[src/rtl/btt_pkg.sv]
`timescale 1ns / 1ps

package btt_pkg;

   // raw byte codes
   localparam logic [7:0] CH_LF     = 8'h0A;
   localparam logic [7:0] CH_TAB    = 8'h09;
   localparam logic [7:0] CH_CR     = 8'h0D;
   localparam logic [7:0] CH_SPACE  = 8'h20;
   localparam logic [7:0] CH_LBRACE = 8'h7B;
   localparam logic [7:0] CH_RBRACE = 8'h7D;
   localparam logic [7:0] CH_QUOTE  = 8'h22;
   localparam logic [7:0] CH_COLON  = 8'h3A;
   localparam logic [7:0] CH_COMMA  = 8'h2C;
   localparam logic [7:0] CH_SEMI   = 8'h3B;
   localparam logic [7:0] CH_SLASH  = 8'h2F;
   localparam logic [7:0] CH_STAR   = 8'h2A;

   // whitespace modes
   localparam logic [1:0] SM_NORMAL = 2'd0;
   localparam logic [1:0] SM_SKIP   = 2'd1;
   localparam logic [1:0] SM_VALUE  = 2'd2;

   // parser states
   localparam logic [2:0] PS_NAME   = 3'd0;
   localparam logic [2:0] PS_IDENT  = 3'd1;
   localparam logic [2:0] PS_CLOSEQ = 3'd2;
   localparam logic [2:0] PS_PROP   = 3'd3;
   localparam logic [2:0] PS_VAL1   = 3'd4;
   localparam logic [2:0] PS_VALN   = 3'd5;

   // character classes
   localparam logic [2:0] CLS_NAME  = 3'd0;
   localparam logic [2:0] CLS_IDENT = 3'd1;
   localparam logic [2:0] CLS_PROP  = 3'd2;
   localparam logic [2:0] CLS_VALUE = 3'd3;
   localparam logic [2:0] CLS_DELIM = 3'd4;

   // status codes
   localparam logic [1:0] ERR_OK         = 2'd0;
   localparam logic [1:0] ERR_SYNTAX     = 2'd1;
   localparam logic [1:0] ERR_INCOMPLETE = 2'd2;

   typedef struct packed {
      logic [1:0]  space_mode;
      logic [2:0]  parse_state;
      logic        token_nonempty;
      logic [15:0] element_total;
      logic [1:0]  error_code;
   } ps_type;

   typedef struct packed {
      ps_type     st;
      logic       emit;
      logic [2:0] cls;
   } feed_type;

   // one queued step: up to two result words plus the shared status
   typedef struct packed {
      logic        two;
      logic        has0;
      logic [7:0]  ch0;
      logic [2:0]  cl0;
      logic [7:0]  ch1;
      logic [2:0]  cl1;
      logic [1:0]  status;
      logic [15:0] total;
      logic        eot;
   } rec_type;

   function automatic logic is_blank(logic [7:0] c);
      return (c == CH_SPACE) || ((c >= CH_TAB) && (c <= CH_CR));
   endfunction

   function automatic logic is_delim(logic [7:0] c);
      return (c == CH_LBRACE) || (c == CH_QUOTE) || (c == CH_COLON) ||
             (c == CH_COMMA) || (c == CH_SEMI) || (c == CH_RBRACE);
   endfunction

   // whitespace filter followed by the syntax checker, for one character
   function automatic feed_type feed_char(ps_type s, logic [7:0] c);
      feed_type   r;
      logic [1:0] m;
      logic       keep;
      logic       d;
      r      = '{st: s, emit: 1'b0, cls: CLS_NAME};
      m      = ((s.space_mode == SM_SKIP) || (s.space_mode == SM_VALUE)) ?
               s.space_mode : SM_NORMAL;
      keep   = 1'b1;
      d      = is_delim(c);
      if (c == CH_LF) begin
         r.st.space_mode = SM_NORMAL;
         keep            = 1'b0;
      end else begin
         if (m == SM_NORMAL) begin
            if (is_blank(c)) keep = 1'b0;
            else if (c == CH_COLON) m = SM_SKIP;
         end else if (m == SM_SKIP) begin
            if (is_blank(c)) keep = 1'b0;
            else m = (c == CH_SEMI) ? SM_NORMAL : SM_VALUE;
         end else begin
            if (c == CH_COMMA) m = SM_SKIP;
            else if (c == CH_SEMI) m = SM_NORMAL;
         end
         if (keep) r.st.space_mode = m;
      end

      if (keep && (s.error_code == ERR_OK)) begin
         unique case (s.parse_state)
            PS_NAME: begin
               if ((c == CH_LBRACE) || (c == CH_QUOTE)) begin
                  r.st.parse_state    = (c == CH_LBRACE) ? PS_PROP : PS_IDENT;
                  r.st.token_nonempty = 1'b0;
                  r.emit              = 1'b1;
                  r.cls               = CLS_DELIM;
               end else if (d) begin
                  r.st.error_code = ERR_SYNTAX;
               end else begin
                  r.st.token_nonempty = 1'b1;
                  r.emit              = 1'b1;
                  r.cls               = CLS_NAME;
               end
            end
            PS_IDENT: begin
               if (c == CH_QUOTE) begin
                  r.st.parse_state = PS_CLOSEQ;
                  r.emit           = 1'b1;
                  r.cls            = CLS_DELIM;
               end else if (d) begin
                  r.st.error_code = ERR_SYNTAX;
               end else begin
                  r.emit = 1'b1;
                  r.cls  = CLS_IDENT;
               end
            end
            PS_CLOSEQ: begin
               if (c == CH_LBRACE) begin
                  r.st.parse_state    = PS_PROP;
                  r.st.token_nonempty = 1'b0;
                  r.emit              = 1'b1;
                  r.cls               = CLS_DELIM;
               end else begin
                  r.st.error_code = ERR_SYNTAX;
               end
            end
            PS_PROP: begin
               if ((c == CH_RBRACE) && !s.token_nonempty) begin
                  r.st.parse_state = PS_NAME;
                  if (s.element_total != 16'hFFFF)
                     r.st.element_total = s.element_total + 16'd1;
                  r.emit = 1'b1;
                  r.cls  = CLS_DELIM;
               end else if (c == CH_COLON) begin
                  r.st.parse_state    = PS_VAL1;
                  r.st.token_nonempty = 1'b0;
                  r.emit              = 1'b1;
                  r.cls               = CLS_DELIM;
               end else if (d) begin
                  r.st.error_code = ERR_SYNTAX;
               end else begin
                  r.st.token_nonempty = 1'b1;
                  r.emit              = 1'b1;
                  r.cls               = CLS_PROP;
               end
            end
            PS_VAL1, PS_VALN: begin
               if ((c == CH_COMMA) || (c == CH_SEMI)) begin
                  // empty value, unless ';' closes a property with no values
                  if (!s.token_nonempty &&
                      !((c == CH_SEMI) && (s.parse_state == PS_VAL1))) begin
                     r.st.error_code = ERR_SYNTAX;
                  end else begin
                     r.st.parse_state    = (c == CH_COMMA) ? PS_VALN : PS_PROP;
                     r.st.token_nonempty = 1'b0;
                     r.emit              = 1'b1;
                     r.cls               = CLS_DELIM;
                  end
               end else if (d) begin
                  r.st.error_code = ERR_SYNTAX;
               end else begin
                  r.st.token_nonempty = 1'b1;
                  r.emit              = 1'b1;
                  r.cls               = CLS_VALUE;
               end
            end
            default: r.st.error_code = ERR_SYNTAX;
         endcase
      end
      return r;
   endfunction

endpackage

[src/rtl/btt_front.sv]
`timescale 1ns / 1ps

module btt_front (
   input  logic             clock,
   input  logic             reset,
   input  logic             req_valid,
   output logic             req_ready,
   input  logic [7:0]       req_in_byte,
   input  logic             req_end_of_text,
   input  logic             q_full,
   output logic             push,
   output btt_pkg::rec_type push_rec
);
   import btt_pkg::*;

   logic     in_comment_ff, in_comment_in;
   logic     star_seen_ff, star_seen_in;
   logic     slash_pending_ff, slash_pending_in;
   ps_type   ps_ff, ps_in;

   logic     accept;
   logic     first_en, feed_c, second_en, sp_mid;
   logic     e0, e1;
   logic [7:0] ch2;
   ps_type   ps_a, ps_b, ps_c;
   feed_type fa, fb;

   assign req_ready = !q_full;
   assign accept    = req_valid && req_ready;

   always_comb begin
      ps_a          = ps_ff;
      in_comment_in = in_comment_ff;
      star_seen_in  = star_seen_ff;
      sp_mid        = slash_pending_ff;
      first_en      = 1'b0;
      feed_c        = 1'b0;
      if (in_comment_ff) begin
         if (req_in_byte == CH_LF) ps_a.space_mode = SM_NORMAL;
         if (star_seen_ff && (req_in_byte == CH_SLASH)) begin
            in_comment_in = 1'b0;
            star_seen_in  = 1'b0;
         end else begin
            star_seen_in = (req_in_byte == CH_STAR);
         end
      end else if (slash_pending_ff && (req_in_byte == CH_STAR)) begin
         sp_mid        = 1'b0;
         in_comment_in = 1'b1;
         star_seen_in  = 1'b0;
      end else begin
         // held slash goes out ahead of this byte
         first_en = slash_pending_ff;
         sp_mid   = (req_in_byte == CH_SLASH);
         feed_c   = (req_in_byte != CH_SLASH);
      end

      fa   = feed_char(ps_a, CH_SLASH);
      ps_b = first_en ? fa.st : ps_a;

      // at most one of: this byte, or a slash released by end of text
      second_en        = feed_c || (req_end_of_text && sp_mid);
      ch2              = feed_c ? req_in_byte : CH_SLASH;
      slash_pending_in = sp_mid && !req_end_of_text;
      fb               = feed_char(ps_b, ch2);
      ps_c             = second_en ? fb.st : ps_b;

      if (req_end_of_text && (ps_c.error_code == ERR_OK) &&
          (in_comment_in || (ps_c.parse_state != PS_NAME) || ps_c.token_nonempty))
         ps_c.error_code = ERR_INCOMPLETE;
      ps_in = ps_c;

      e0 = first_en && fa.emit;
      e1 = second_en && fb.emit;

      push_rec.two    = e0 && e1;
      push_rec.has0   = e0 || e1;
      push_rec.ch0    = e0 ? CH_SLASH : (e1 ? ch2 : 8'd0);
      push_rec.cl0    = e0 ? fa.cls : (e1 ? fb.cls : CLS_NAME);
      push_rec.ch1    = ch2;
      push_rec.cl1    = fb.cls;
      push_rec.status = ps_c.error_code;
      push_rec.total  = ps_c.element_total;
      push_rec.eot    = req_end_of_text;

      push = accept && (e0 || e1 || req_end_of_text ||
                        (ps_c.error_code != ps_ff.error_code));
   end

   always_ff @(posedge clock) begin
      if (reset) begin
         in_comment_ff    <= 1'b0;
         star_seen_ff     <= 1'b0;
         slash_pending_ff <= 1'b0;
         ps_ff            <= '0;
      end else if (accept) begin
         in_comment_ff    <= in_comment_in;
         star_seen_ff     <= star_seen_in;
         slash_pending_ff <= slash_pending_in;
         ps_ff            <= ps_in;
      end
   end

   a_star_in_comment: assert property (@(posedge clock) disable iff (reset)
      star_seen_ff |-> in_comment_ff)
      else $error("star flag set outside a comment");

   a_error_sticky: assert property (@(posedge clock) disable iff (reset)
      (ps_ff.error_code != ERR_OK) |=> (ps_ff.error_code == $past(ps_ff.error_code)))
      else $error("error code changed after being set");

endmodule

[src/rtl/btt_queue.sv]
`timescale 1ns / 1ps

module btt_queue #(
   parameter int DEPTH = 4
) (
   input  logic             clock,
   input  logic             reset,
   input  logic             push,
   input  btt_pkg::rec_type push_rec,
   input  logic             pop,
   output logic             full,
   output logic             empty,
   output btt_pkg::rec_type head
);
   import btt_pkg::*;

   localparam int PTR_W = $clog2(DEPTH);
   localparam int CNT_W = $clog2(DEPTH + 1);

   rec_type            mem [DEPTH];
   logic [PTR_W-1:0]   wr_ptr_ff, rd_ptr_ff;
   logic [CNT_W-1:0]   count_ff;

   assign full  = (count_ff == CNT_W'(DEPTH));
   assign empty = (count_ff == '0);
   assign head  = mem[rd_ptr_ff];

   always_ff @(posedge clock) begin
      if (push) mem[wr_ptr_ff] <= push_rec;
   end

   always_ff @(posedge clock) begin
      if (reset) begin
         wr_ptr_ff <= '0;
         rd_ptr_ff <= '0;
         count_ff  <= '0;
      end else begin
         if (push)
            wr_ptr_ff <= (wr_ptr_ff == PTR_W'(DEPTH - 1)) ? '0 : wr_ptr_ff + 1'b1;
         if (pop)
            rd_ptr_ff <= (rd_ptr_ff == PTR_W'(DEPTH - 1)) ? '0 : rd_ptr_ff + 1'b1;
         if (push && !pop) count_ff <= count_ff + 1'b1;
         else if (pop && !push) count_ff <= count_ff - 1'b1;
      end
   end

   a_no_overflow: assert property (@(posedge clock) disable iff (reset)
      !(push && full && !pop))
      else $error("write into full queue");

endmodule

[src/rtl/btt_back.sv]
`timescale 1ns / 1ps

module btt_back (
   input  logic             clock,
   input  logic             reset,
   input  logic             q_empty,
   input  btt_pkg::rec_type head,
   output logic             pop,
   output logic             rsp_valid,
   input  logic             rsp_ready,
   output logic             rsp_has_char,
   output logic [7:0]       rsp_out_char,
   output logic [2:0]       rsp_char_class,
   output logic [1:0]       rsp_status,
   output logic [15:0]      rsp_elements_done,
   output logic             rsp_final_res,
   output logic             rsp_last
);
   import btt_pkg::*;

   logic        rsp_valid_ff;
   logic        sub_ff;
   logic        has_ff, final_ff, last_ff;
   logic [7:0]  char_ff;
   logic [2:0]  class_ff;
   logic [1:0]  status_ff;
   logic [15:0] done_ff;
   logic        load, split;

   assign load  = !q_empty && (!rsp_valid_ff || rsp_ready);
   assign split = head.two && !sub_ff;   // first of two words, head stays
   assign pop   = load && !split;

   always_ff @(posedge clock) begin
      if (reset) begin
         rsp_valid_ff <= 1'b0;
         sub_ff       <= 1'b0;
      end else if (load) begin
         rsp_valid_ff <= 1'b1;
         sub_ff       <= split;
      end else if (rsp_ready) begin
         rsp_valid_ff <= 1'b0;
      end
   end

   always_ff @(posedge clock) begin
      if (load) begin
         has_ff    <= sub_ff ? 1'b1 : head.has0;
         char_ff   <= sub_ff ? head.ch1 : head.ch0;
         class_ff  <= sub_ff ? head.cl1 : head.cl0;
         status_ff <= head.status;
         done_ff   <= head.total;
         final_ff  <= head.eot;
         last_ff   <= !split;
      end
   end

   assign rsp_valid         = rsp_valid_ff;
   assign rsp_has_char      = has_ff;
   assign rsp_out_char      = char_ff;
   assign rsp_char_class    = class_ff;
   assign rsp_status        = status_ff;
   assign rsp_elements_done = done_ff;
   assign rsp_final_res     = final_ff;
   assign rsp_last          = last_ff;

   a_split_holds_head: assert property (@(posedge clock) disable iff (reset)
      sub_ff |-> (!q_empty && head.two))
      else $error("second word pending without a two-word head");

endmodule

[src/rtl/block_text_tokenizer.sv]
`timescale 1ns / 1ps
// An accepted byte's words go as one step into the step queue and are then registered onto rsp_.
// Throughput: one byte per cycle while the queue is not full; a byte giving two words holds the
// result port for both, and the step queue (QUEUE_DEPTH entries) between the classifier and the
// output absorbs that. A wordless byte (comment, blank) is queued only at end of text or error.
// Reset (synchronous, active high) clears all parser state, the queue and the output valid flag.

module block_text_tokenizer #(
   parameter int QUEUE_DEPTH = 4
) (
   input  logic        clock,
   input  logic        reset,
   input  logic        req_valid,
   output logic        req_ready,
   input  logic [7:0]  req_in_byte,
   input  logic        req_end_of_text,
   output logic        rsp_valid,
   input  logic        rsp_ready,
   output logic        rsp_has_char,
   output logic [7:0]  rsp_out_char,
   output logic [2:0]  rsp_char_class,
   output logic [1:0]  rsp_status,
   output logic [15:0] rsp_elements_done,
   output logic        rsp_final_res,
   output logic        rsp_last
);
   import btt_pkg::*;

   logic    push, pop, q_full, q_empty;
   rec_type push_rec, head;

   btt_front u_front (
      .clock           (clock),
      .reset           (reset),
      .req_valid       (req_valid),
      .req_ready       (req_ready),
      .req_in_byte     (req_in_byte),
      .req_end_of_text (req_end_of_text),
      .q_full          (q_full),
      .push            (push),
      .push_rec        (push_rec)
   );

   btt_queue #(.DEPTH(QUEUE_DEPTH)) u_queue (
      .clock    (clock),
      .reset    (reset),
      .push     (push),
      .push_rec (push_rec),
      .pop      (pop),
      .full     (q_full),
      .empty    (q_empty),
      .head     (head)
   );

   btt_back u_back (
      .clock             (clock),
      .reset             (reset),
      .q_empty           (q_empty),
      .head              (head),
      .pop               (pop),
      .rsp_valid         (rsp_valid),
      .rsp_ready         (rsp_ready),
      .rsp_has_char      (rsp_has_char),
      .rsp_out_char      (rsp_out_char),
      .rsp_char_class    (rsp_char_class),
      .rsp_status        (rsp_status),
      .rsp_elements_done (rsp_elements_done),
      .rsp_final_res     (rsp_final_res),
      .rsp_last          (rsp_last)
   );

endmodule
[config.mk]
export PLATFORM = sky130hd
export DESIGN_NAME = block_text_tokenizer
export DESIGN_NICKNAME = d
export VERILOG_FILES = /design/src/rtl/btt_pkg.sv /design/src/rtl/btt_front.sv /design/src/rtl/btt_queue.sv /design/src/rtl/btt_back.sv /design/src/rtl/block_text_tokenizer.sv
export SDC_FILE = /design/constraint.sdc
export NUM_CORES = 1
export LEC_CHECK = 0
export ABC_AREA = 1
export BUFFER_PORTS_ARGS = -buffer_cell sky130_fd_sc_hd__buf_2
export CELL_PAD_IN_SITES_DETAIL_PLACEMENT = 1
export CELL_PAD_IN_SITES_GLOBAL_PLACEMENT = 1
export CORE_MARGIN = 2
export CORE_UTILIZATION = 50
export DETAILED_ROUTE_END_ITERATION = 7
export GPL_TIMING_DRIVEN = 0
export PLACE_DENSITY = 0.81
export SYNTH_ARGS = -nofsm -noshare
export SYNTH_HDL_FRONTEND = slang
export SYNTH_HIERARCHICAL = 1
export SYNTH_SLANG_ARGS = --single-unit
export TNS_END_PERCENT = 30
[constraint.sdc]
create_clock -name clock -period 14.7 [get_ports clock]
set_input_delay 3.675 -clock clock [delete_from_list [all_inputs] [get_ports clock]]
set_output_delay 3.675 -clock clock [all_outputs]
set_load 0.01 [all_outputs]
======== After elaboration in Yosys (flattened, before gate mapping) ========
Memory sizes are Yosys's and may differ from the RTL's. A register that Yosys moved wholly into a read port is not among the register bits.
Cells that the tools add are included.
storage, ports and cells
  register bits after elaboration ......... 68
  bits in writable memories ............... 172
  input bits .............................. 13
  output and inout bits ................... 34
  logic and storage cells ................. 222
  memories ................................ 1
memory list
  name         depth  bits a word  read ports  clocked after Yosys merged registers in  wr ports  line             text
  u_queue.mem  4      43           1           1                                        1         btt_queue.sv:20  rec_type mem [DEPTH];
cells by class
  add/sub/neg operators ................... 5
  $lt $le $gt $ge ......................... 2
  equality and inequality tests ........... 32
  multiplexer cells ....................... 98
  reductions and logical operators ........ 64
operators by type and width
  cell                   number
  $mux 2                 30
  $eq 8x6->1 const B     7
  $mux 16                3
  $mux 24                2
  $mux 4                 12
  $mux 3                 11
  $mux 8                 4
  $mux 1                 28
  $mux 26                1
  $logic_and 1x1->1      21
  $pmux 4 s5             1
  $add 16x1->16 const B  1
  $eq 8x4->1 const B     2
  $eq 8x7->1 const B     2
  $logic_or 1x1->1       16
  $ne 16x16->1 const B   1
  $pmux 4 s4             1
  $eq 3x3->1 const B     5
  $pmux 3 s5             1
  $mux 6                 2
  $logic_not 1->1        10
  $logic_not 2->1        5
  $pmux 2 s5             1
  $eq 3x2->1 const B     3
  other kinds (18)       31

======== Longest topological paths before layout ========
Gate-level depths: netlist (run 1).
  word-level depth ........................ 33
  depth in mapped cells ................... 29
  gate-level depth less buffers ........... 29

======== Hierarchy ========
The synthesis (run 1) kept the hierarchy.
modules (own cells, without submodules)
  module     times used  cells an instance  area each (µm²)  seq. area each (µm²)
  btt_queue  1           474                6812.8           5345.1
  btt_front  1           525                3065.4           540.5
  btt_back   1           84                 1213.7           1001.0

======== Least setup slack after synthesis (run 1) ========
Ideal clock, no wire load.
  path kind ............................... input port to flip-flop
  start ................................... input port req_in_byte[6]
  end ..................................... memory u_queue/mem[0][0] in the netlist's numbering, enable pin
  library setup time ...................... 0.397 ns
  data arrival time ....................... 7.035 ns
  required time ........................... 14.303 ns
  setup slack ............................. 7.268 ns
  cell stages on the path ................. 22
  buffers on the path ..................... 0
  cells stage by stage .................... inv_1 -> nand2_1 -> inv_1 -> nand3_1 -> nor4_1 -> nor2_1 -> nand4_1 -> o21ai_0 -> o21ai_0 -> inv_1 -> ha_1 -> inv_1 -> nand2_1 -> nand2_2 -> nand2_2 -> nor2_4 -> nand3_1 -> nand2_1 -> nand2_1 -> a21oi_1 -> nand2_1 -> inv_1
RTL lines
  item                line                        text
  start: declaration  block_text_tokenizer.sv:15  input logic [7:0] req_in_byte,
  end: declaration    btt_queue.sv:20

==> impl_summary.log, run 1 <==
INFO  metric outcome = completed
INFO  metric areaGrowthSynthToFinish = 14.6%
INFO  metric synth_top_area_share = 55.2%
INFO  metric max_clock_freq = 125 MHz
INFO  metric antenna_found_initial = 1
INFO  metric crit_path_cell_trace = buf_2, inv_1, nand2_1, inv_1, nand3_1, nor4_1, nor2_1, nand4_1, o21ai_0, o21ai_0, inv_1, ha_1, inv_1, nand2_1, nand2_2, nand4_1, inv_1, nand2_2, nand2_2, nor2_1, a21oi_1, nand2_1, inv_2, buf_12
INFO  metric dominantRegCellSynth = edfxtp_1
INFO  metric post_cts_buffers = 0
INFO  metric final_max_slew_viol_count = 0
INFO  metric start_util = 50.8%
INFO  metric worst-endpoint-required = 14.93 ns
INFO  metric maximum_level_of_the_cts_h_tree = 1
INFO  metric cts.repair.resized = 0
INFO  metric drtAntennaViolNets = 0
INFO  metric worst_voltage_drop_across_the_vdd_grid = 0.000101 V
INFO  metric slowest_delay = 0.52 ns
INFO  metric synthTopCellsByCount = 204 x edfxtp_1, 149 x nor2_1, 133 x nand2_1, 133 x o21ai_0, 109 x inv_1
INFO  metric antenna-diode-count = 0
INFO  metric syn_avg_cell_area = 10.2 µm²
INFO  metric leakage = 5.01 nW
INFO  metric synth_sequential_area_ratio = 62.1%
INFO  metric ff_latch_area = 6890 µm²
INFO  metric cts_buffer_depth = 3
INFO  metric cp.arrival = 8.21 ns
INFO  metric layout_setup_ws = 6.72 ns
INFO  metric grt_max_degree = 36
INFO  metric ios = 47
INFO  metric final.setup_skew = 0.0105 ns
INFO  metric synth_edf_count = 204
INFO  metric cap_violations = 0
INFO  metric die_width = 153 µm
INFO  metric critical_path_peak_fanout = 22
INFO  metric drt_iter0_markers = 671
INFO  metric worst-r2r-cell-count = 21
INFO  metric groute.usage.overall = 27.0%
INFO  metric gp_routability_congestion = 0.903
INFO  metric layout_min_cycle_time = 7.98 ns
INFO  metric hold_start = u_front/in_comment_ff
INFO  metric synth_fp_nets = 1107
INFO  metric r2r_startpoint = u_front/in_comment_ff
INFO  metric drt-pass1-iter-count = 5
INFO  metric synth_most_common_cell = edfxtp_1
INFO  metric switching_share = 36.1%
INFO  metric synthArstFlopShare = 0%
INFO  metric final_routed_wirelength = 31900 µm
INFO  metric final.period_utilization = 54.3%
INFO  metric crit_path_end_kind = flop
INFO  metric core = 21800 µm²
INFO  metric timing.hold.ws = 0.495 ns
INFO  metric fillerInstances = 2391
INFO  metric postPlaceCellArea = 11800 µm²
INFO  metric synth_cell_types = 44
INFO  metric cts_inserted_buffers = 26
INFO  metric grt_pass1_vias = 8965
INFO  metric totalNegativeSetupSlack = 0 ns
INFO  metric overflow = 0
INFO  metric max_slew.worst_pin.slew = 0.956 ns
INFO  metric route.vias.total = 8496
INFO  metric clockRootBuffer = clkbuf_16
INFO  metric crit_slowest_cell = a21oi_1
INFO  metric cp_common_cell = inv_1
INFO  metric rr_endpoint = u_queue/mem[2][1]
INFO  metric detail_route.vias_per_cell = 5.81
INFO  metric worst_setup_path_endpoint = u_queue/mem[2][1]
INFO  metric synth_area_leader_cell = edfxtp_1
INFO  metric die_area = 23400 µm²
INFO  metric timing.max_slew.rel_slack = 35.9%
INFO  metric pwr_density_cell = 203 nW/µm²
INFO  metric holdBufCountCts = 0
INFO  metric total_power = 2.58 mW
INFO  metric std_cell_rows = 54
INFO  metric power_frac_seq = 39.8%
INFO  metric overall_die_height = 153 µm
INFO  metric critical_path_class = in2reg
INFO  metric wire_length_of_the_first_global_routing_pass = 49500 µm
INFO  metric cts_tree = built
INFO  metric comb_power_share = 33.2%
INFO  metric cts.sink_count = 242
INFO  metric drt_drc_violations_left = 0
INFO  metric power_report.internal_total = 1.65 mW
INFO  metric min-delay-path-class = reg2reg
INFO  metric drive_above_1_share = 16.1%
INFO  metric synth_cells = 1083
INFO  metric critical_path.startpoint = req_in_byte[6]
INFO  metric placement.setup.worst_slack = 6.28 ns
INFO  metric setup_repair_after_global_routing_missed_its_margin = false
INFO  metric clkTransAtPathRegs = 0.06 ns
INFO  metric synthTopCellsByArea = edfxtp_1 55%, dfxtp_1 6.9%, o21ai_0 6.0%
INFO  metric setup_viol = 0
INFO  metric flip_flop_and_latch_count_after_synthesis = 242
INFO  metric clkLatencyLatePin = 0.53 ns
INFO  metric start_kind = primary input
INFO  metric hpwlAfterDp = 21800 µm
INFO  metric multi_input_comb_area = 3350 µm²
INFO  metric finalNetCount = 1186
INFO  metric clockPowerShare = 27.0%
INFO  metric power_switching = 0.934 mW
INFO  metric post_synth_instance_area = 11100 µm²
INFO  metric detail_route.wl_per_cell = 21.8 µm
INFO  metric hold_viol = 0
INFO  metric finish.instance_area = 12700 µm²
INFO  metric place.port_buffers = 46
INFO  metric yosys_warnings = 6
INFO  metric reg2reg_slack = 9.65 ns
## metrics by stage
stage | cells | util, %
4_1_cts | 1461 | 58.1
2_1_floorplan | 1083 | -
3_5_place_dp | 1413 | 53.9
3_3_place_gp | 1409 | 53.5
6_report | 1462 | 58.2
5_1_grt | 1462 | 58.2
## worst max-delay path, delay by kind of cell
family                     cells  cell delay [ns]
AOI/OAI and AO/OA              3             0.81
and+or+nand+nor               12             1.93
adders and majority gates      1             0.34
buffers and inverters          8             1.40
## placed cells by master (no fill, tap or decap), types with 14 or more instances in the layout
master / synthesis / layout
a21oi_1: 36 / 36
buf_2: 7 / 53
buf_4: 25 / 25
clkbuf_1: 21 / 22
clkbuf_16: 0 / 27
dfxtp_1: 38 / 38
edfxtp_1: 204 / 204
inv_1: 109 / 104
inv_2: 11 / 15
nand2_1: 133 / 133
nand3_1: 33 / 33
nor2_1: 149 / 149
nor3_1: 14 / 14
o21ai_0: 133 / 133
o21ai_1: 29 / 29
o22ai_1: 45 / 45
## logic make-up (layout without fill, tap and decap cells)
family / after synthesis / after routing / synth area share, %
AOI/OAI and AO/OA: 260 / 260 / 12.8
xor gates and xnor gates: 9 / 9 / 0.711
DFF: 242 / 242 / 62.1
buffers and inverters: 182 / 281 / 7.69
and+or+nand+nor: 379 / 379 / 15.4
adders and majority gates: 11 / 11 / 1.31
## power by group through the flow
stage / Combinational, mW / Clock [mW] / Sequential (mW)
after detailed placement: 0.829 / 0 / 1.04
after CTS: 0.841 / 0.709 / 1.03
after global routing: 0.933 / 0.733 / 1.04
after floorplan: 0.499 / 0 / 1.05
final: 0.858 / 0.697 / 1.03
after global placement: 0.770 / 0 / 1.03
## cell type report
cell class,count,share of cell area (%)
flip-flops and latches,242,54.2
multi-input cells,659,26.4
clock buffers,32,5.78
inverters,120,3.55
plain buffers,62,3.17
well taps,280,2.76
repair buffers,51,2.60
clock inverters,16,1.57
## worst min path at each step
| stage | depth (start not counted) | to | slack [ns] |
|---|---|---|---|
| 4_1_cts | 2 | u_front/star_seen_ff | 0.50 |
| 3_5_place_dp | 2 | u_front/star_seen_ff | 0.50 |
| 2_1_floorplan | 2 | u_front/star_seen_ff | 0.47 |
| 6_report | 2 | u_front/star_seen_ff | 0.50 |
| 3_3_place_gp | 2 | u_front/star_seen_ff | 0.49 |
| 5_1_grt | 2 | u_front/star_seen_ff | 0.53 |
## state kept, by name, indices dropped and copies added, names as in the netlist, named ones only
signal	flops
u_queue/wr_ptr_ff	2
u_back/rsp_status	2
u_back/rsp_final_res	1
u_front/star_seen_ff	1
u_front/slash_pending_ff	1
u_queue/count_ff	3
u_queue/mem	172
u_front/in_comment_ff	1
u_back/rsp_char_class	3
u_back/rsp_has_char	1
u_front/ps_ff	2
u_back/rsp_out_char	8
u_back/rsp_valid	1
u_back/rsp_last	1
u_back/sub_ff	1
u_front/ps_a	3
u_queue/rd_ptr_ff	2
u_back/rsp_elements_done	16
u_front/fa	19
## per-layer routing
metal  track usage [%]  part of all wire, %
met5                 0                0.028
met3              3.88                  4.9
met4              10.6                  3.1
met1              34.1                   42
met2              47.1                   50
Note: power is estimated with default switching activity, not from simulation.
==> run 2: changes to the inputs <==
--- a/config.mk
+++ b/config.mk
@@ -10,10 +10,10 @@
 export CELL_PAD_IN_SITES_DETAIL_PLACEMENT = 1
 export CELL_PAD_IN_SITES_GLOBAL_PLACEMENT = 1
 export CORE_MARGIN = 2
-export CORE_UTILIZATION = 50
+export CORE_UTILIZATION = 49
 export DETAILED_ROUTE_END_ITERATION = 7
 export GPL_TIMING_DRIVEN = 0
-export PLACE_DENSITY = 0.81
+export PLACE_DENSITY = 0.8
 export SYNTH_ARGS = -nofsm -noshare
 export SYNTH_HDL_FRONTEND = slang
 export SYNTH_HIERARCHICAL = 1
==> constraint.sdc (replaced) <==
create_clock -name clock -period 7.8 [get_ports clock]
set_input_delay 1.95 -clock clock [delete_from_list [all_inputs] [get_ports clock]]
set_output_delay 1.95 -clock clock [all_outputs]
set_load 0.01 [all_outputs]
==> impl_summary.log, run 2 (synthesis gave the netlist of run 1 again) <==
INFO  metric outcome = completed
INFO  metric gp_routability_congestion = 0.907
INFO  metric overall_die_height = 154 µm
INFO  metric finalNetCount = 1185
INFO  metric final.setup_skew = 0.0132 ns
INFO  metric max_slew.worst_pin.slew = 0.878 ns
INFO  metric comb_power_share = 33.3%
INFO  metric critical-path-top-delay-family = simple AND/OR/NAND/NOR gates
INFO  metric pwr_density_cell = 384 nW/µm²
INFO  metric clkTransAtPathRegs = 0.06 ns
INFO  metric drt_iter0_markers = 651
INFO  metric timing.hold.worst_endpoint = u_front/star_seen_ff
INFO  metric timing.max_slew.rel_slack = 41.4%
INFO  metric cts.sink_count = 242
INFO  metric ff_latch_area = 6890 µm²
INFO  metric cp.arrival = 6.43 ns
INFO  metric critical_path.startpoint = req_in_byte[6]
INFO  metric layout_setup_ws = 1.60 ns
INFO  metric placement.setup.worst_slack = 1.17 ns
INFO  metric min-delay-path-class = reg2reg
INFO  metric detail_route.vias_per_cell = 5.80
INFO  metric top_register = u_queue/mem
INFO  metric hold_path_depth = 2
INFO  metric place.port_buffers = 46
INFO  metric crit_slowest_cell = a21oi_1
INFO  metric antenna_found_initial = 0
INFO  metric grt_pass1_vias = 9197
INFO  metric power_switching = 1.77 mW
INFO  metric leakage = 5.00 nW
INFO  metric cts_tree = built
INFO  metric post_cts_buffers = 0
INFO  metric drt_drc_violations_left = 0
INFO  metric hold_viol = 0
INFO  metric cp_common_cell = inv_1
INFO  metric cap_violations = 0
INFO  metric multi_input_comb_area = 3350 µm²
INFO  metric drt-pass1-iter-count = 5
INFO  metric maximum_level_of_the_cts_h_tree = 1
INFO  metric die_area = 23900 µm²
INFO  metric max_clock_freq = 161 MHz
INFO  metric clkLatencyLatePin = 0.54 ns
INFO  metric die_width = 154 µm
INFO  metric fillerInstances = 2475
INFO  metric hpwlAfterDp = 22400 µm
INFO  metric finish.instance_area = 12700 µm²
INFO  metric critical_path_peak_fanout = 26
INFO  metric hold_start = u_front/in_comment_ff
INFO  metric crit_path_end_kind = flop
INFO  metric clockPowerShare = 26.7%
INFO  metric worst_voltage_drop_across_the_vdd_grid = 0.000197 V
INFO  metric final.period_utilization = 79.5%
INFO  metric crit_path_cell_trace = buf_2, inv_1, nand2_1, inv_1, nand3_1, nor4_1, nor2_1, nand4_1, o21ai_0, o21ai_0, inv_1, ha_1, inv_1, nand2_1, nand2_2, nand4_1, inv_1, nand2_2, nand2_2, nor2_1, a21oi_1, nand2_1, inv_2, buf_12
INFO  metric setup_viol = 0
INFO  metric worst-endpoint-required = 8.03 ns
INFO  metric layout.cells.most_common_list = 204 x edfxtp_1, 149 x nor2_1, 133 x nand2_1, 133 x o21ai_0, 104 x inv_1
INFO  metric wire_length_of_the_first_global_routing_pass = 51000 µm
INFO  metric groute.usage.overall = 27.7%
INFO  metric cts_inserted_buffers = 26
INFO  metric detail_route.wl_per_cell = 22.1 µm
INFO  metric final_routed_wirelength = 32400 µm
INFO  metric power_report.internal_total = 3.10 mW
INFO  metric totalNegativeSetupSlack = 0 ns
INFO  metric std_cell_rows = 55
INFO  metric reg2reg_slack = 2.76 ns
INFO  metric drive_above_1_share = 15.7%
INFO  metric holdBufCountCts = 0
INFO  metric ios = 47
INFO  metric cts_buffer_depth = 3
INFO  metric core = 22400 µm²
INFO  metric crit_buf_inv = 8
INFO  metric switching_share = 36.4%
INFO  metric slowest_delay = 0.55 ns
INFO  metric r2r_startpoint = u_front/in_comment_ff
INFO  metric setup_repair_after_global_routing_missed_its_margin = false
INFO  metric largest_register_ffs = 172
INFO  metric postPlaceCellArea = 11800 µm²
INFO  metric final_max_slew_viol_count = 0
INFO  metric rr_endpoint = u_queue/mem[2][1]
INFO  metric worst-r2r-cell-count = 21
INFO  metric clockRootBuffer = clkbuf_16
INFO  metric start_util = 49.4%
INFO  metric grt_max_degree = 33
INFO  metric total_power = 4.87 mW
INFO  metric timing.hold.ws = 0.507 ns
INFO  metric antenna-diode-count = 0
INFO  metric mostFrequentLayoutCell = edfxtp_1
INFO  metric drtAntennaViolNets = 0
INFO  metric layout_min_cycle_time = 6.20 ns
INFO  metric start_kind = primary input
INFO  metric power_frac_seq = 40.0%
INFO  metric areaGrowthSynthToFinish = 14.2%
INFO  metric critical_path_class = in2reg
INFO  metric overflow = 0
INFO  metric route.vias.total = 8508
INFO  metric cts.repair.resized = 0
[run 2: power groups by stage]
stage	clock (mW)	combinational (mW)	sequential, mW
2_1_floorplan	0	0.941	1.97
6_report	1.30	1.62	1.95
3_5_place_dp	0	1.58	1.97
3_3_place_gp	0	1.45	1.95
5_1_grt	1.37	1.77	1.97
4_1_cts	1.32	1.61	1.95
[run 2: worst max path at each step]
stage          cells after the start  slack [ns]                   to
2_1_floorplan                     22        2.09    u_queue/mem[0][0]
6_report                          24        1.60    u_queue/mem[2][1]
4_1_cts                           24        1.62    u_queue/mem[2][1]
3_5_place_dp                      24        1.17    u_queue/mem[3][5]
5_1_grt                           30        1.09  u_queue/count_ff[2]
3_3_place_gp                      23        0.45    u_queue/mem[3][5]
[run 2: layer usage]
metal  GRT usage (%)  wire (µm)  vias up
met2            49.1      16300      271
met5               0          0        -
li1                -          -     3895
met1            34.3      13300     4274
met3            4.09       1810       68
met4            10.7        975        0
[run 2: tightest hold or removal path, cell delays in order (launching register included)]
cell and delay, ns:
dfxtp_1 0.32, nand3_1 0.08, a21oi_1 0.06
[run 2: cell type report]
| cell class | count | area share [%] |
|---|---|---|
| plain buffers | 62 | 3.18 |
| clock buffers | 35 | 5.88 |
| clock inverters | 13 | 1.32 |
| inverters | 120 | 3.55 |
| multi-input cells | 659 | 26.5 |
| flip-flops and latches | 242 | 54.3 |
| well taps | 285 | 2.81 |
| repair buffers | 50 | 2.45 |
[run 2: metrics by stage]
stage | util (%) | std cells
finish | 56.5 | 1466
global route | 56.5 | 1466
CTS | 56.5 | 1466
detailed placement | 52.4 | 1418
global placement | 52.1 | 1414
floorplan | - | 1083
==> run 3: changes to the inputs <==
--- a/config.mk
+++ b/config.mk
@@ -5,15 +5,15 @@
 export SDC_FILE = /design/constraint.sdc
 export NUM_CORES = 1
 export LEC_CHECK = 0
-export ABC_AREA = 1
+export ABC_AREA = 0
 export BUFFER_PORTS_ARGS = -buffer_cell sky130_fd_sc_hd__buf_2
 export CELL_PAD_IN_SITES_DETAIL_PLACEMENT = 1
 export CELL_PAD_IN_SITES_GLOBAL_PLACEMENT = 1
 export CORE_MARGIN = 2
-export CORE_UTILIZATION = 49
+export CORE_UTILIZATION = 50
 export DETAILED_ROUTE_END_ITERATION = 7
 export GPL_TIMING_DRIVEN = 0
-export PLACE_DENSITY = 0.8
+export PLACE_DENSITY = 0.77
 export SYNTH_ARGS = -nofsm -noshare
 export SYNTH_HDL_FRONTEND = slang
 export SYNTH_HIERARCHICAL = 1
==> constraint.sdc (replaced) <==
create_clock -name clock -period 6 [get_ports clock]
set_input_delay 1.5 -clock clock [delete_from_list [all_inputs] [get_ports clock]]
set_output_delay 1.5 -clock clock [all_outputs]
set_load 0.01 [all_outputs]
==> impl_summary.log, run 3 <==
INFO  metric outcome = completed
INFO  metric drive_above_1_share = 23.9%
INFO  metric die_area = 22700 µm²
INFO  metric max_slew.worst_pin.slew = 1.03 ns
INFO  metric dominantRegCellSynth = edfxtp_1
INFO  metric post_cts_buffers = 0
INFO  metric wire_length_of_the_first_global_routing_pass = 40600 µm
INFO  metric synthTopCellsByArea = edfxtp_1 57%, mux4_2 8.4%, dfxtp_1 7.1%
INFO  metric met1Wirelength = 10900 µm
INFO  metric groute.usage.overall = 23.9%
INFO  metric std_cell_rows = 53
INFO  metric antenna_found_initial = 0
INFO  metric synth_fp_nets = 747
INFO  metric start_kind = primary input
INFO  metric maximum_level_of_the_cts_h_tree = 1
INFO  metric share_of_cell_area_taken_by_muxes_after_synthesis = 11.1%
INFO  metric finalNetCount = 822
INFO  metric detail_route.vias_per_cell = 6.01
INFO  metric mostFrequentLayoutCell = edfxtp_1
INFO  metric finalCoreUtilization = 58.1%
INFO  metric critical_path_peak_fanout = 9
INFO  metric layout_min_cycle_time = 5.59 ns
INFO  metric ios = 47
INFO  metric syn_avg_cell_area = 14.9 µm²
INFO  metric holdBufCountCts = 0
INFO  metric hpwlAfterDp = 18100 µm
INFO  metric synth_area_leader_cell = edfxtp_1
INFO  metric cts_tree = built
INFO  metric synth_edf_count = 204
INFO  metric cts.sink_count = 242
INFO  metric synth_sequential_area_ratio = 64.1%
INFO  metric worst-r2r-cell-count = 16
INFO  metric worst_voltage_drop_across_the_vdd_grid = 0.000256 V
INFO  metric synth_top_area_share = 57.0%
INFO  metric fillerInstances = 1987
INFO  metric final.period_utilization = 93.2%
INFO  metric largest_register_ffs = 172
INFO  metric synthArstFlopShare = 0%
INFO  metric setup_viol = 0
INFO  metric synth_most_common_cell = edfxtp_1
INFO  metric final_max_slew_viol_count = 0
INFO  metric highest-signal-layer = met4
INFO  metric final.setup_skew = 0.0129 ns
INFO  metric crit_slowest_cell = nor4b_4
INFO  metric die_width = 151 µm
INFO  metric synth_cell_types = 81
INFO  metric synth_cells = 723
INFO  metric reg2reg_slack = 1.33 ns
INFO  metric drt_drc_violations_left = 0
INFO  metric final_routed_wirelength = 26500 µm
INFO  metric worst-endpoint-required = 6.43 ns
INFO  metric overall_die_height = 151 µm
INFO  metric synthTopCellsByCount = 204 x edfxtp_1, 65 x nor2_1, 40 x mux4_2, 38 x dfxtp_1, 33 x nand2_1
INFO  metric synth_top_family_by_area = multiplexers
INFO  metric rr_endpoint = u_queue/count_ff[2]
INFO  metric setup_repair_after_global_routing_missed_its_margin = false
INFO  metric overflow = 0
INFO  metric drtAntennaViolNets = 0
INFO  metric crit_path_end_kind = flop
INFO  metric cp_common_cell = nand2_1
INFO  metric post_synth_instance_area = 10700 µm²
INFO  metric hold_start = u_queue/count_ff[2]
INFO  metric wl_met3 = 1480 µm
INFO  metric clockRootBuffer = clkbuf_16
INFO  metric antenna-diode-count = 0
INFO  metric areaGrowthSynthToFinish = 13.8%
INFO  metric max_clock_freq = 179 MHz
INFO  metric clkTransAtPathRegs = 0.06 ns
INFO  metric total_power = 5.22 mW
INFO  metric route.vias.total = 6555
INFO  metric yosys_warnings = 6
INFO  metric timing.max_slew.rel_slack = 30.7%
INFO  metric critical_path_class = in2reg
INFO  metric drt-pass1-iter-count = 4
INFO  metric slowest_delay = 0.52 ns
INFO  metric detail_route.wl_per_cell = 24.3 µm
INFO  metric area_share_of_and_or_nand_nor_cells_after_synthesis = 11.1%
INFO  metric min-delay-path-class = reg2reg
INFO  metric grt_max_degree = 25
INFO  metric gp_routability_congestion = 0.866
INFO  metric hold_viol = 0
INFO  metric cp.arrival = 6.02 ns
INFO  metric pwr_density_cell = 427 nW/µm²
INFO  metric flip_flop_and_latch_count_after_synthesis = 242
INFO  metric place.port_buffers = 44
INFO  metric timing.hold.ws = 0.520 ns
INFO  metric synth_adder_area_share = 1.35%
INFO  metric synth_xor_area_share = 2.12%
INFO  metric cap_violations = 0
INFO  metric layout.cells.most_common_list = 204 x edfxtp_1, 63 x nor2_1, 52 x buf_2, 40 x mux4_2, 38 x dfxtp_1
INFO  metric cts_inserted_buffers = 24
INFO  metric r2r_startpoint = u_front/in_comment_ff
INFO  metric top_register = u_queue/mem
INFO  metric start_util = 51.1%
INFO  metric timing.hold.worst_endpoint = u_queue/count_ff[2]
INFO  metric hold_path_depth = 2
INFO  metric cts_buffer_depth = 3
INFO  metric core = 21000 µm²
INFO  metric drt_iter0_markers = 409
INFO  metric grt_pass1_vias = 7071
INFO  metric crit_path_cell_trace = buf_2, nor4b_4, a21oi_2, nand2_1, xnor2_1, nand2_1, inv_1, ha_1, nor2_2, o21ai_0, a221o_1, nand2_1, o31a_1, ha_1, inv_1, fa_1, xor2_1, or3_1, a21oi_1
INFO  metric met2WireLength = 13400 µm
INFO  metric synth_compound_area_share = 6.14%
INFO  metric clkLatencyLatePin = 0.51 ns
INFO  metric leakage = 4.06 nW
## run 3: cell types whose count changed after synthesis, sizes merged, moves of 18 or more
cell,before,now
nand3,38,20
nor2,161,65
nand2,144,33
inv,120,17
o21ai,164,16
o22ai,45,3
mux4,0,43
## run 3: layout make-up
cell class | count | area [µm²] | share of cell area [%]
plain buffers | 53 | 364 | 2.98
clock buffers | 30 | 644 | 5.27
clock inverters | 13 | 148 | 1.21
inverters | 18 | 67.6 | 0.553
multi-input cells | 410 | 3440 | 28.1
flip-flops and latches | 242 | 6890 | 56.4
well taps | 275 | 344 | 2.82
repair buffers | 49 | 328 | 2.68
## run 3: worst max path at each step
| stage | start | end | slack [ns] | depth (start not counted) |
|---|---|---|---|---|
| floorplan | req_in_byte[4] | u_queue/mem[0][0] | 0.50 | 12 |
| global placement | req_in_byte[7] | u_queue/mem[0][12] | -1.00 | 14 |
| detailed placement | req_in_byte[7] | u_queue/count_ff[2] | -0.19 | 19 |
| CTS | req_in_byte[7] | u_queue/count_ff[2] | 0.26 | 19 |
| global route | req_in_byte[7] | u_queue/count_ff[2] | 0.06 | 19 |
| finish | req_in_byte[7] | u_queue/count_ff[2] | 0.41 | 19 |
## run 3: stage by stage
step / setup TNS [ns] / instances / worst slack (ns) / area (µm²)
after global routing: 0 / 1090 / 0.0627 / 12200
after CTS: 0 / 1090 / 0.261 / 12200
after global placement: -169.10 / 1042 / -1.00 / 11300
after detailed placement: -5.84 / 1047 / -0.190 / 11400
after floorplan: 0 / 723 / 0.498 / 10700
final: 0 / 1090 / 0.405 / 12200
## run 3: logic make-up (layout without fill, tap and decap cells)
logic type	after synthesis	count (layout)
compound gates	96	96
xor+xnor	26	26
fa+ha+maj	11	11
buf+inv	71	163
flops	242	242
mux	63	63
simple gates	214	214
## run 3: report_power, final
group          internal [mW]  total (mW)  leakage (nW)  switching [mW]
clock network          0.891        1.50         0.377           0.611
registers               2.22        2.33          2.13           0.109
logic                  0.629        1.39          1.56           0.766
total                   3.74        5.22          4.06            1.49
## run 3: metal layers
metal	global-route usage, %	vias to the layer above
met3	3.30	52
met4	7.66	0
met5	0	-
met1	31.3	3356
li1	-	2932
met2	41.4	215
## run 3: timing repair
item | in CTS | in global routing
resized for setup | 0 | 1
setup endpoints to repair | 0 | 1
hold endpoints to repair | 0 | 0
## run 3: worst max-delay path: cells and delay by family
family,cells,cell delay (ns)
buffers and inverters,3,0.31
AO/OA/AOI/OAI,5,1.43
AND/OR/NAND/NOR,6,1.59
adder cells (fa/ha/maj),3,0.90
XOR/XNOR,2,0.28
